[src/sv/hsv_pkg.sv]
package hsv_pkg;

    // Field widths of the pixel channels.
    localparam int HUE_W  = 9;
    localparam int CODE_W = 8;
    localparam int SEC_W  = 4;
    localparam int FRAC_W = 6;

    localparam logic [HUE_W-1:0]  HUE_FULL_TURN  = 9'd360;
    localparam logic [FRAC_W-1:0] DEG_PER_SECTOR = 6'd60;
    localparam logic [CODE_W-1:0] CODE_MAX       = 8'd255;
    // 255 * 60, the denominator of the q and t terms.
    localparam logic [13:0]       FRAC_DEN       = 14'd15300;
    // floor(2^32 / 15300), the reciprocal used for the q and t divisions.
    localparam logic [18:0]       FRAC_RECIP     = 19'd280716;

    // Queue between the classifier and the arithmetic pipeline.
    localparam int QUEUE_DEPTH = 2;
    localparam int QPTR_W      = $clog2(QUEUE_DEPTH);
    localparam int QCNT_W      = $clog2(QUEUE_DEPTH + 1);

    typedef logic [SEC_W-1:0] sector_t;

    // A classified pixel: sector and fraction of the hue, plus the raw codes.
    typedef struct packed {
        sector_t             sector;
        logic [FRAC_W-1:0]   frac;
        logic [CODE_W-1:0]   sat;
        logic [CODE_W-1:0]   val;
    } cls_t;

    // Sector codes as they select the channel mapping.
    localparam sector_t SEC_RED_RISE   = 4'd0;
    localparam sector_t SEC_GREEN_HIGH = 4'd1;
    localparam sector_t SEC_BLUE_RISE  = 4'd2;
    localparam sector_t SEC_BLUE_HIGH  = 4'd3;
    localparam sector_t SEC_RED_UP     = 4'd4;

endpackage

[src/sv/hsv_in_if.sv]
interface hsv_in_if;
    import hsv_pkg::*;

    logic              valid;
    logic              ready;
    logic [HUE_W-1:0]  hue;
    logic [CODE_W-1:0] saturation;
    logic [CODE_W-1:0] value;

    modport source (output valid, output hue, output saturation, output value, input ready);
    modport sink   (input valid, input hue, input saturation, input value, output ready);

endinterface

[src/sv/hsv_out_if.sv]
interface hsv_out_if;
    import hsv_pkg::*;

    logic              valid;
    logic              ready;
    logic [CODE_W-1:0] red;
    logic [CODE_W-1:0] green;
    logic [CODE_W-1:0] blue;

    modport source (output valid, output red, output green, output blue, input ready);
    modport sink   (input valid, input red, input green, input blue, output ready);

endinterface

[src/sv/hsv_front.sv]
module hsv_front
    import hsv_pkg::*;
(
    hsv_in_if.sink     in_ch,
    input  logic       queue_full,
    output logic       push,
    output cls_t       cls
);

    logic [HUE_W-1:0] hue_wrapped;
    sector_t          sector;
    logic [HUE_W-1:0] sector_base;

    assign hue_wrapped = (in_ch.hue == HUE_FULL_TURN) ? '0 : in_ch.hue;

    // Sector by threshold compare; hues above a full turn land in sectors six to eight.
    always_comb
    begin
        sector = '0;
        for (int i = 1; i < 9; i++)
        begin
            if ({3'd0, hue_wrapped} >= 12'(i * 60))
            begin
                sector = SEC_W'(i);
            end
        end
    end

    assign sector_base = HUE_W'({5'd0, sector} * {3'd0, DEG_PER_SECTOR});

    assign cls.sector = sector;
    assign cls.frac   = FRAC_W'(hue_wrapped - sector_base);
    assign cls.sat    = in_ch.saturation;
    assign cls.val    = in_ch.value;

    assign in_ch.ready = !queue_full;
    assign push        = in_ch.valid && !queue_full;

endmodule

[src/sv/hsv_queue.sv]
module hsv_queue
    import hsv_pkg::*;
(
    input  logic clk,
    input  logic rst_n,
    input  logic push,
    input  cls_t push_data,
    output logic full,
    input  logic pop,
    output logic head_valid,
    output cls_t head
);

    cls_t              entry_reg [QUEUE_DEPTH];
    logic [QPTR_W-1:0] wr_ptr_reg, wr_ptr_next;
    logic [QPTR_W-1:0] rd_ptr_reg, rd_ptr_next;
    logic [QCNT_W-1:0] count_reg, count_next;

    assign full       = (count_reg == QCNT_W'(QUEUE_DEPTH));
    assign head_valid = (count_reg != '0);
    assign head       = entry_reg[rd_ptr_reg];

    always_comb
    begin
        wr_ptr_next = wr_ptr_reg;
        rd_ptr_next = rd_ptr_reg;
        count_next  = count_reg;
        if (push)
        begin
            wr_ptr_next = (wr_ptr_reg == QPTR_W'(QUEUE_DEPTH - 1)) ? '0 : wr_ptr_reg + 1'b1;
        end
        if (pop)
        begin
            rd_ptr_next = (rd_ptr_reg == QPTR_W'(QUEUE_DEPTH - 1)) ? '0 : rd_ptr_reg + 1'b1;
        end
        if (push && !pop)
        begin
            count_next = count_reg + 1'b1;
        end
        else if (pop && !push)
        begin
            count_next = count_reg - 1'b1;
        end
    end

    always_ff @(posedge clk or negedge rst_n)
    begin
        if (!rst_n)
        begin
            wr_ptr_reg <= '0;
            rd_ptr_reg <= '0;
            count_reg  <= '0;
        end
        else
        begin
            wr_ptr_reg <= wr_ptr_next;
            rd_ptr_reg <= rd_ptr_next;
            count_reg  <= count_next;
        end
    end

    always_ff @(posedge clk)
    begin
        if (push)
        begin
            entry_reg[wr_ptr_reg] <= push_data;
        end
    end

    a_count_bound: assert property (@(posedge clk) disable iff (!rst_n)
        count_reg <= QCNT_W'(QUEUE_DEPTH))
        else $error("queue count exceeds depth");

    a_no_push_when_full: assert property (@(posedge clk) disable iff (!rst_n)
        full |-> !push)
        else $error("push into a full queue");

    a_no_pop_when_empty: assert property (@(posedge clk) disable iff (!rst_n)
        pop |-> head_valid)
        else $error("pop from an empty queue");

endmodule

[src/sv/hsv_back.sv]
module hsv_back
    import hsv_pkg::*;
(
    input  logic       clk,
    input  logic       rst_n,
    input  logic       head_valid,
    input  cls_t       head,
    output logic       pop,
    hsv_out_if.source  out_ch
);

    logic advance;

    // Stage A: saturation times fraction and times its complement.
    logic              a_valid_reg, a_valid_next;
    sector_t           a_sector_reg;
    logic [CODE_W-1:0] a_sat_reg, a_val_reg;
    logic [13:0]       a_sr_reg, a_sr_next;
    logic [13:0]       a_st_reg, a_st_next;
    logic [FRAC_W-1:0] frac_inv;

    // Stage B: numerators of p, q and t.
    logic              b_valid_reg, b_valid_next;
    sector_t           b_sector_reg;
    logic [CODE_W-1:0] b_val_reg;
    logic [21:0]       b_nq_reg, b_nq_next;
    logic [21:0]       b_nt_reg, b_nt_next;
    logic [15:0]       b_np_reg, b_np_next;

    // Stage C: reciprocal quotient estimates, at most one low.
    logic              c_valid_reg, c_valid_next;
    sector_t           c_sector_reg;
    logic [CODE_W-1:0] c_val_reg;
    logic [21:0]       c_nq_reg, c_nt_reg;
    logic [15:0]       c_np_reg;
    logic [CODE_W-1:0] c_qe_reg, c_qe_next;
    logic [CODE_W-1:0] c_te_reg, c_te_next;
    logic [CODE_W-1:0] c_pe_reg, c_pe_next;
    logic [40:0]       q_prod, t_prod;
    logic [23:0]       p_prod;

    // Stage D: corrected terms and channel mapping into the output register.
    logic              out_valid_reg, out_valid_next;
    logic [CODE_W-1:0] red_reg, red_next;
    logic [CODE_W-1:0] green_reg, green_next;
    logic [CODE_W-1:0] blue_reg, blue_next;
    logic [21:0]       q_rem, t_rem;
    logic [15:0]       p_rem;
    logic [CODE_W-1:0] q_fix, t_fix, p_fix;

    // The whole pipeline moves together; it halts only while a result waits.
    assign advance = !out_valid_reg || out_ch.ready;
    assign pop     = advance && head_valid;

    assign frac_inv     = DEG_PER_SECTOR - head.frac;
    assign a_valid_next = head_valid;
    assign a_sr_next    = {6'd0, head.sat} * {8'd0, head.frac};
    assign a_st_next    = {6'd0, head.sat} * {8'd0, frac_inv};

    assign b_valid_next = a_valid_reg;
    assign b_nq_next    = {14'd0, a_val_reg} * {8'd0, FRAC_DEN - a_sr_reg};
    assign b_nt_next    = {14'd0, a_val_reg} * {8'd0, FRAC_DEN - a_st_reg};
    assign b_np_next    = {8'd0, a_val_reg} * {8'd0, CODE_MAX - a_sat_reg};

    assign c_valid_next = b_valid_reg;
    assign q_prod       = {19'd0, b_nq_reg} * {22'd0, FRAC_RECIP};
    assign t_prod       = {19'd0, b_nt_reg} * {22'd0, FRAC_RECIP};
    assign p_prod       = {8'd0, b_np_reg} + {b_np_reg, 8'd0};
    assign c_qe_next    = q_prod[39:32];
    assign c_te_next    = t_prod[39:32];
    assign c_pe_next    = p_prod[23:16];

    assign q_rem = c_nq_reg - {14'd0, c_qe_reg} * {8'd0, FRAC_DEN};
    assign t_rem = c_nt_reg - {14'd0, c_te_reg} * {8'd0, FRAC_DEN};
    assign p_rem = c_np_reg - {8'd0, c_pe_reg} * {8'd0, CODE_MAX};
    assign q_fix = (q_rem >= {8'd0, FRAC_DEN}) ? c_qe_reg + 1'b1 : c_qe_reg;
    assign t_fix = (t_rem >= {8'd0, FRAC_DEN}) ? c_te_reg + 1'b1 : c_te_reg;
    assign p_fix = (p_rem >= {8'd0, CODE_MAX}) ? c_pe_reg + 1'b1 : c_pe_reg;

    assign out_valid_next = c_valid_reg;

    always_comb
    begin
        unique case (c_sector_reg)
            SEC_RED_RISE:
            begin
                red_next = c_val_reg; green_next = t_fix; blue_next = p_fix;
            end
            SEC_GREEN_HIGH:
            begin
                red_next = q_fix; green_next = c_val_reg; blue_next = p_fix;
            end
            SEC_BLUE_RISE:
            begin
                red_next = p_fix; green_next = c_val_reg; blue_next = t_fix;
            end
            SEC_BLUE_HIGH:
            begin
                red_next = p_fix; green_next = q_fix; blue_next = c_val_reg;
            end
            SEC_RED_UP:
            begin
                red_next = t_fix; green_next = p_fix; blue_next = c_val_reg;
            end
            default:
            begin
                red_next = c_val_reg; green_next = p_fix; blue_next = q_fix;
            end
        endcase
    end

    always_ff @(posedge clk or negedge rst_n)
    begin
        if (!rst_n)
        begin
            a_valid_reg   <= 1'b0;
            b_valid_reg   <= 1'b0;
            c_valid_reg   <= 1'b0;
            out_valid_reg <= 1'b0;
        end
        else if (advance)
        begin
            a_valid_reg   <= a_valid_next;
            b_valid_reg   <= b_valid_next;
            c_valid_reg   <= c_valid_next;
            out_valid_reg <= out_valid_next;
        end
    end

    always_ff @(posedge clk)
    begin
        if (advance)
        begin
            a_sector_reg <= head.sector;
            a_sat_reg    <= head.sat;
            a_val_reg    <= head.val;
            a_sr_reg     <= a_sr_next;
            a_st_reg     <= a_st_next;

            b_sector_reg <= a_sector_reg;
            b_val_reg    <= a_val_reg;
            b_nq_reg     <= b_nq_next;
            b_nt_reg     <= b_nt_next;
            b_np_reg     <= b_np_next;

            c_sector_reg <= b_sector_reg;
            c_val_reg    <= b_val_reg;
            c_nq_reg     <= b_nq_reg;
            c_nt_reg     <= b_nt_reg;
            c_np_reg     <= b_np_reg;
            c_qe_reg     <= c_qe_next;
            c_te_reg     <= c_te_next;
            c_pe_reg     <= c_pe_next;

            red_reg      <= red_next;
            green_reg    <= green_next;
            blue_reg     <= blue_next;
        end
    end

    assign out_ch.valid = out_valid_reg;
    assign out_ch.red   = red_reg;
    assign out_ch.green = green_reg;
    assign out_ch.blue  = blue_reg;

    a_est_not_above_value: assert property (@(posedge clk) disable iff (!rst_n)
        c_valid_reg |-> (c_qe_reg <= c_val_reg) && (c_te_reg <= c_val_reg)
                        && (c_pe_reg <= c_val_reg))
        else $error("quotient estimate exceeds value");

    a_qt_rem_bound: assert property (@(posedge clk) disable iff (!rst_n)
        c_valid_reg |-> (q_rem < ({8'd0, FRAC_DEN} << 1)) && (t_rem < ({8'd0, FRAC_DEN} << 1)))
        else $error("q or t estimate off by more than one");

    a_p_rem_bound: assert property (@(posedge clk) disable iff (!rst_n)
        c_valid_reg |-> (p_rem < ({8'd0, CODE_MAX} << 1)))
        else $error("p estimate off by more than one");

    a_hold_on_stall: assert property (@(posedge clk) disable iff (!rst_n)
        (out_valid_reg && !out_ch.ready) |=> out_valid_reg && $stable(red_reg)
                                             && $stable(green_reg) && $stable(blue_reg))
        else $error("result changed while stalled");

endmodule

[src/sv/hsv_to_rgb_converter_core.sv]
// HSV to RGB pixel converter.
//
// Pixels arrive on in_ch as a transaction carrying hue (whole degrees, 0 to 360,
// where 360 wraps to 0), saturation and value (8-bit codes for code/255).
// Each accepted transaction yields exactly one transaction on out_ch carrying
// 8-bit red, green and blue, every channel truncated toward zero.
//
// The front classifier splits the hue into sector and fraction and writes the
// pixel into a two-entry queue. The back part is a four-stage arithmetic
// pipeline: products of saturation and fraction, the numerators, reciprocal
// quotient estimates, then a one-step correction and the sector mapping into
// the output register. One pixel per cycle is sustained while out_ch does not
// stall; the rate is set by the single-issue pipeline, which takes one queue
// entry per cycle.
//
// When out_ch stalls, the whole pipeline holds and the result stays on out_ch;
// the queue keeps accepting until it fills, then in_ch.ready drops.
// Reset (rst_n low, asynchronous) empties the queue and the pipeline; no state
// beyond that exists.
module hsv_to_rgb_converter_core
    import hsv_pkg::*;
(
    input  logic      clk,
    input  logic      rst_n,
    hsv_in_if.sink    in_ch,
    hsv_out_if.source out_ch
);

    cls_t front_cls;
    cls_t queue_head;
    logic front_push;
    logic queue_full;
    logic queue_head_valid;
    logic back_pop;

    hsv_front u_front (
        .in_ch      (in_ch),
        .queue_full (queue_full),
        .push       (front_push),
        .cls        (front_cls)
    );

    hsv_queue u_queue (
        .clk        (clk),
        .rst_n      (rst_n),
        .push       (front_push),
        .push_data  (front_cls),
        .full       (queue_full),
        .pop        (back_pop),
        .head_valid (queue_head_valid),
        .head       (queue_head)
    );

    hsv_back u_back (
        .clk        (clk),
        .rst_n      (rst_n),
        .head_valid (queue_head_valid),
        .head       (queue_head),
        .pop        (back_pop),
        .out_ch     (out_ch)
    );

endmodule
[src/flat_wrapper.sv]
// flat-port wrapper written by rule: the top's interface ports become plain ports
module hsv_to_rgb_converter_core_flat import hsv_pkg::*;
  (clk, rst_n, in_ch_valid, in_ch_hue, in_ch_saturation, in_ch_value, in_ch_ready, out_ch_valid, out_ch_red, out_ch_green, out_ch_blue, out_ch_ready);
  hsv_in_if in_ch_i ();
  hsv_out_if out_ch_i ();
  input  logic clk;
  input  logic rst_n;
  input wire logic [$bits(in_ch_i.valid)-1:0] in_ch_valid;
  input wire logic [$bits(in_ch_i.hue)-1:0] in_ch_hue;
  input wire logic [$bits(in_ch_i.saturation)-1:0] in_ch_saturation;
  input wire logic [$bits(in_ch_i.value)-1:0] in_ch_value;
  output wire logic [$bits(in_ch_i.ready)-1:0] in_ch_ready;
  output wire logic [$bits(out_ch_i.valid)-1:0] out_ch_valid;
  output wire logic [$bits(out_ch_i.red)-1:0] out_ch_red;
  output wire logic [$bits(out_ch_i.green)-1:0] out_ch_green;
  output wire logic [$bits(out_ch_i.blue)-1:0] out_ch_blue;
  input wire logic [$bits(out_ch_i.ready)-1:0] out_ch_ready;
  assign in_ch_i.valid = in_ch_valid;
  assign in_ch_i.hue = in_ch_hue;
  assign in_ch_i.saturation = in_ch_saturation;
  assign in_ch_i.value = in_ch_value;
  assign in_ch_ready = in_ch_i.ready;
  assign out_ch_valid = out_ch_i.valid;
  assign out_ch_red = out_ch_i.red;
  assign out_ch_green = out_ch_i.green;
  assign out_ch_blue = out_ch_i.blue;
  assign out_ch_i.ready = out_ch_ready;
  hsv_to_rgb_converter_core u_core (.clk(clk), .rst_n(rst_n), .in_ch(in_ch_i), .out_ch(out_ch_i));
endmodule
[config.mk]
export PLATFORM = sky130hd
export DESIGN_NAME = hsv_to_rgb_converter_core_flat
export DESIGN_NICKNAME = d
export VERILOG_FILES = /design/src/sv/hsv_pkg.sv /design/src/sv/hsv_in_if.sv /design/src/sv/hsv_out_if.sv /design/src/sv/hsv_front.sv /design/src/sv/hsv_queue.sv /design/src/sv/hsv_back.sv /design/src/sv/hsv_to_rgb_converter_core.sv /design/src/flat_wrapper.sv
export SDC_FILE = /design/constraint.sdc
export NUM_CORES = 2
export LEC_CHECK = 0
export ABC_AREA = 0
export BUFFER_PORTS_ARGS = -buffer_cell sky130_fd_sc_hd__buf_2
export CORE_MARGIN = 2
export CORE_UTILIZATION = 60
export DETAILED_ROUTE_END_ITERATION = 16
export PLACE_DENSITY = 0.76
export SLEW_MARGIN = 20
export SYNTH_ARGS = -nofsm -noshare
export SYNTH_HDL_FRONTEND = slang
export SYNTH_SLANG_ARGS = --single-unit
[constraint.sdc]
create_clock -name clk -period 16 [get_ports clk]
set_input_delay 3.2 -clock clk [delete_from_list [all_inputs] [get_ports clk]]
set_output_delay 3.2 -clock clk [all_outputs]
set_load 0.03 [all_outputs]
==> impl_metrics.py <==
metrics = {
    "outcome": {
        "outcome": "finished clean",
    },
    "clocking": {
        "cts_tree": "done",
        "cts_buffers": 38,
        "ctsResizeCount": 0,
        "root_buffer": "clkbuf_16",
        "clkTransAtPathRegs_ns": 0.06,
        "cts_setup_buffers": 0,
        "clk_latency_ns": 0.57,
        "cts.htree.levels": 2,
        "cts_hold_buf": 0,
        "clock_sinks": 294,
        "clock_path_buffers": 3,
    },
    "synthesis": {
        "async_flop_share_pct": 2.721,
        "synth.avg_cell_area_um2": 10.13,
        "synth_most_common_cell": "inv_1",
        "netlist_area_um2": 38470,
        "synth_cells": 3799,
        "synth_edf_count": 286,
        "syn-num-nets": 4912,
        "synth-seq-cells": 294,
        "synth_top_area_share_pct": 23.26,
        "synth_area_leaders": "fa_1, edfxtp_1, ha_1, inv_1, xnor2_1",
        "ys.flop_type": "edfxtp_1",
        "ys_warn_count": 0,
        "synth-seq-area-share_pct": 22.85,
        "synth_commonest_cells": "inv_1, ha_1, fa_1",
        "ys_types": 90,
        "synth_largest_area_cell": "fa_1",
    },
    "timing": {
        "finalHoldViolCount": 0,
        "rsz0062_at_grt": "false",
        "layout_min_cycle_time_ns": 7.358,
        "worst_pin_slew_ns": 1.087,
        "setup_tns_ns": 0,
        "relSlewSlack_pct": 25.44,
        "finalCritPeriodShare_pct": 45.99,
        "finalMaxSlewViolations": 0,
        "setup_viol": 0,
        "max_freq_mhz": 135.9,
        "worst_slack_ns": 8.642,
        "worst_clock_skew_ns": 0.02818,
    },
    "drt": {
        "drtIter0Drc": 1599,
        "firstDrtPassIters": 9,
        "wire_per_inst_um": 17.24,
        "drtAntennaViolNets": 0,
        "drc": 0,
        "vias_per_cell": 5.611,
        "finalWirelength_mm": 81.50,
        "vias": 26520,
    },
    "worst_hold_path": {
        "hold_path_class": "flip-flop to flip-flop",
    },
    "final_layout": {
        "nNetsFinal": 4966,
        "n_antenna_cell": 0,
        "fillers": 4952,
        "drive_gt1_share_pct": 4.767,
        "area_delta_synth_final_pct": 6.619,
        "largest_register_ffs": 52,
    },
    "global_routing": {
        "antenna_found_initial": 5,
        "grt_pass1_wl_mm": 137.3,
        "grt_pass1_vias": 27740,
        "grt_usage_pct": 25.68,
        "grt_overflow_total": 0,
        "grt_max_degree": 123,
    },
    "place": {
        "dp_hpwl_mm": 64.93,
        "place_congestion": 0.9128,
        "pre_cts_slack_ns": 8.773,
        "portBuffers": 54,
    },
    "floorplan": {
        "fp.dieW_um": 257.2,
        "row_count": 92,
        "die_area_um2": 66150,
        "coreArea_um2": 63200,
        "die_y_um": 257.2,
        "start_util_pct": 60.87,
        "ios": 55,
    },
    "worst_setup_path": {
        "path_class": "flip-flop to flip-flop",
        "arrival_ns": 7.68,
        "critPathTopFamily": "adder cells",
        "cp_slowest_stage_delay_ns": 0.69,
        "cp_slowest_cell": "fa_1",
        "cp-end-kind": "flip-flop",
        "critical_path_buf_inv_count": 4,
        "cp-start-kind": "flip-flop",
        "critPathMaxFanout": 12,
        "cp.required_ns": 16.32,
        "crit_top_cell": "fa_1",
    },
    "run": {
        "max-cap-violations": 0,
    },
}
cell usage in the layout, fill, tap and decap left out, drive strengths merged, types with 74 or more instances in the layout:
cell / count
ha: 637
inv: 778
buf: 74
nand2: 263
xnor2: 141
nor2: 185
and2: 110
fa: 447
a21oi: 124
edfxtp: 286
o21ai: 123
final cells by class:
type | count | area [um^2] | area share, %
Sequential cell | 294 | 8788 | 21.43
Clock inverter | 25 | 297.8 | 0.7261
Timing Repair Buffer | 74 | 420.4 | 1.025
Inverter | 772 | 2905 | 7.084
Multi-Input combinational cell | 2673 | 26550 | 64.74
Clock buffer | 43 | 991.0 | 2.416
Tap cell | 846 | 1059 | 2.581
per-stage QoR:
| step | std cells | hold slack [ns] | utilization [%] | instance area (um^2) |
|---|---|---|---|---|
| 6_report | 4727 | 0.4148 | 64.90 | 41010 |
| 5_1_grt | 4727 | 0.4137 | 64.90 | 41010 |
| 4_1_cts | 4727 | 0.4140 | 64.90 | 41010 |
| 2_1_floorplan | 3799 | 0.4003 | - | 38470 |
| 3_5_place_dp | 4659 | 0.4045 | 62.86 | 39730 |
| 3_3_place_gp | 4659 | 0.4008 | 62.86 | 39730 |
worst reg2reg max path, delay by kind of cell (launching register included):
kind	cells	cell delay [ns]
AO/OA/AOI/OAI	9	1.75
adder cells (fa/ha/maj)	6	3.06
buffers and inverters	4	0.49
XOR/XNOR	3	0.59
AND/OR/NAND/NOR	6	0.62
flip-flops	1	0.59
final timing paths:
| path | startpoint | depth (start not counted) | slack, ns | end |
|---|---|---|---|---|
| worst max-delay path | u_core.u_back.c_qe_reg[5] | 28 | 8.64 | u_core.u_back.out_ch.green[5] |
| worst min-delay path | u_core.u_back.b_val_reg[7] | 0 | 0.41 | u_core.u_back.c_val_reg[7] |
| worst max register to register | u_core.u_back.c_qe_reg[5] | 28 | 8.64 | u_core.u_back.out_ch.green[5] |
| worst min register to register | u_core.u_back.b_val_reg[7] | 0 | 0.41 | u_core.u_back.c_val_reg[7] |
| max in group asynchronous | rst_n | 1 | 13.37 | u_core.u_back.b_valid_reg |
| min in group asynchronous | rst_n | 1 | 2.46 | u_core.u_queue.wr_ptr_reg |
kinds of logic (layout without fill, tap and decap cells):
logic type / after synthesis / count (layout) / synth area share, %
compound gates: 498 / 498 / 8.554
xor+xnor: 195 / 195 / 4.459
fa+ha+maj: 1084 / 1084 / 43.98
buf+inv: 832 / 914 / 8.151
flops: 294 / 294 / 22.85
mux: 38 / 38 / 1.047
simple gates: 858 / 858 / 10.96
layer usage:
layer,global-route usage [%],share of wire [%],vias to the layer above
li1,-,-,12670
met1,33.61,42,13090
met2,44.12,49,616
met3,3.142,4.8,151
met4,9.060,3.7,0
met5,0,0,-
Power is not shown: default switching activity piles up to over one toggle a cycle in this logic, so the estimate is an artifact.
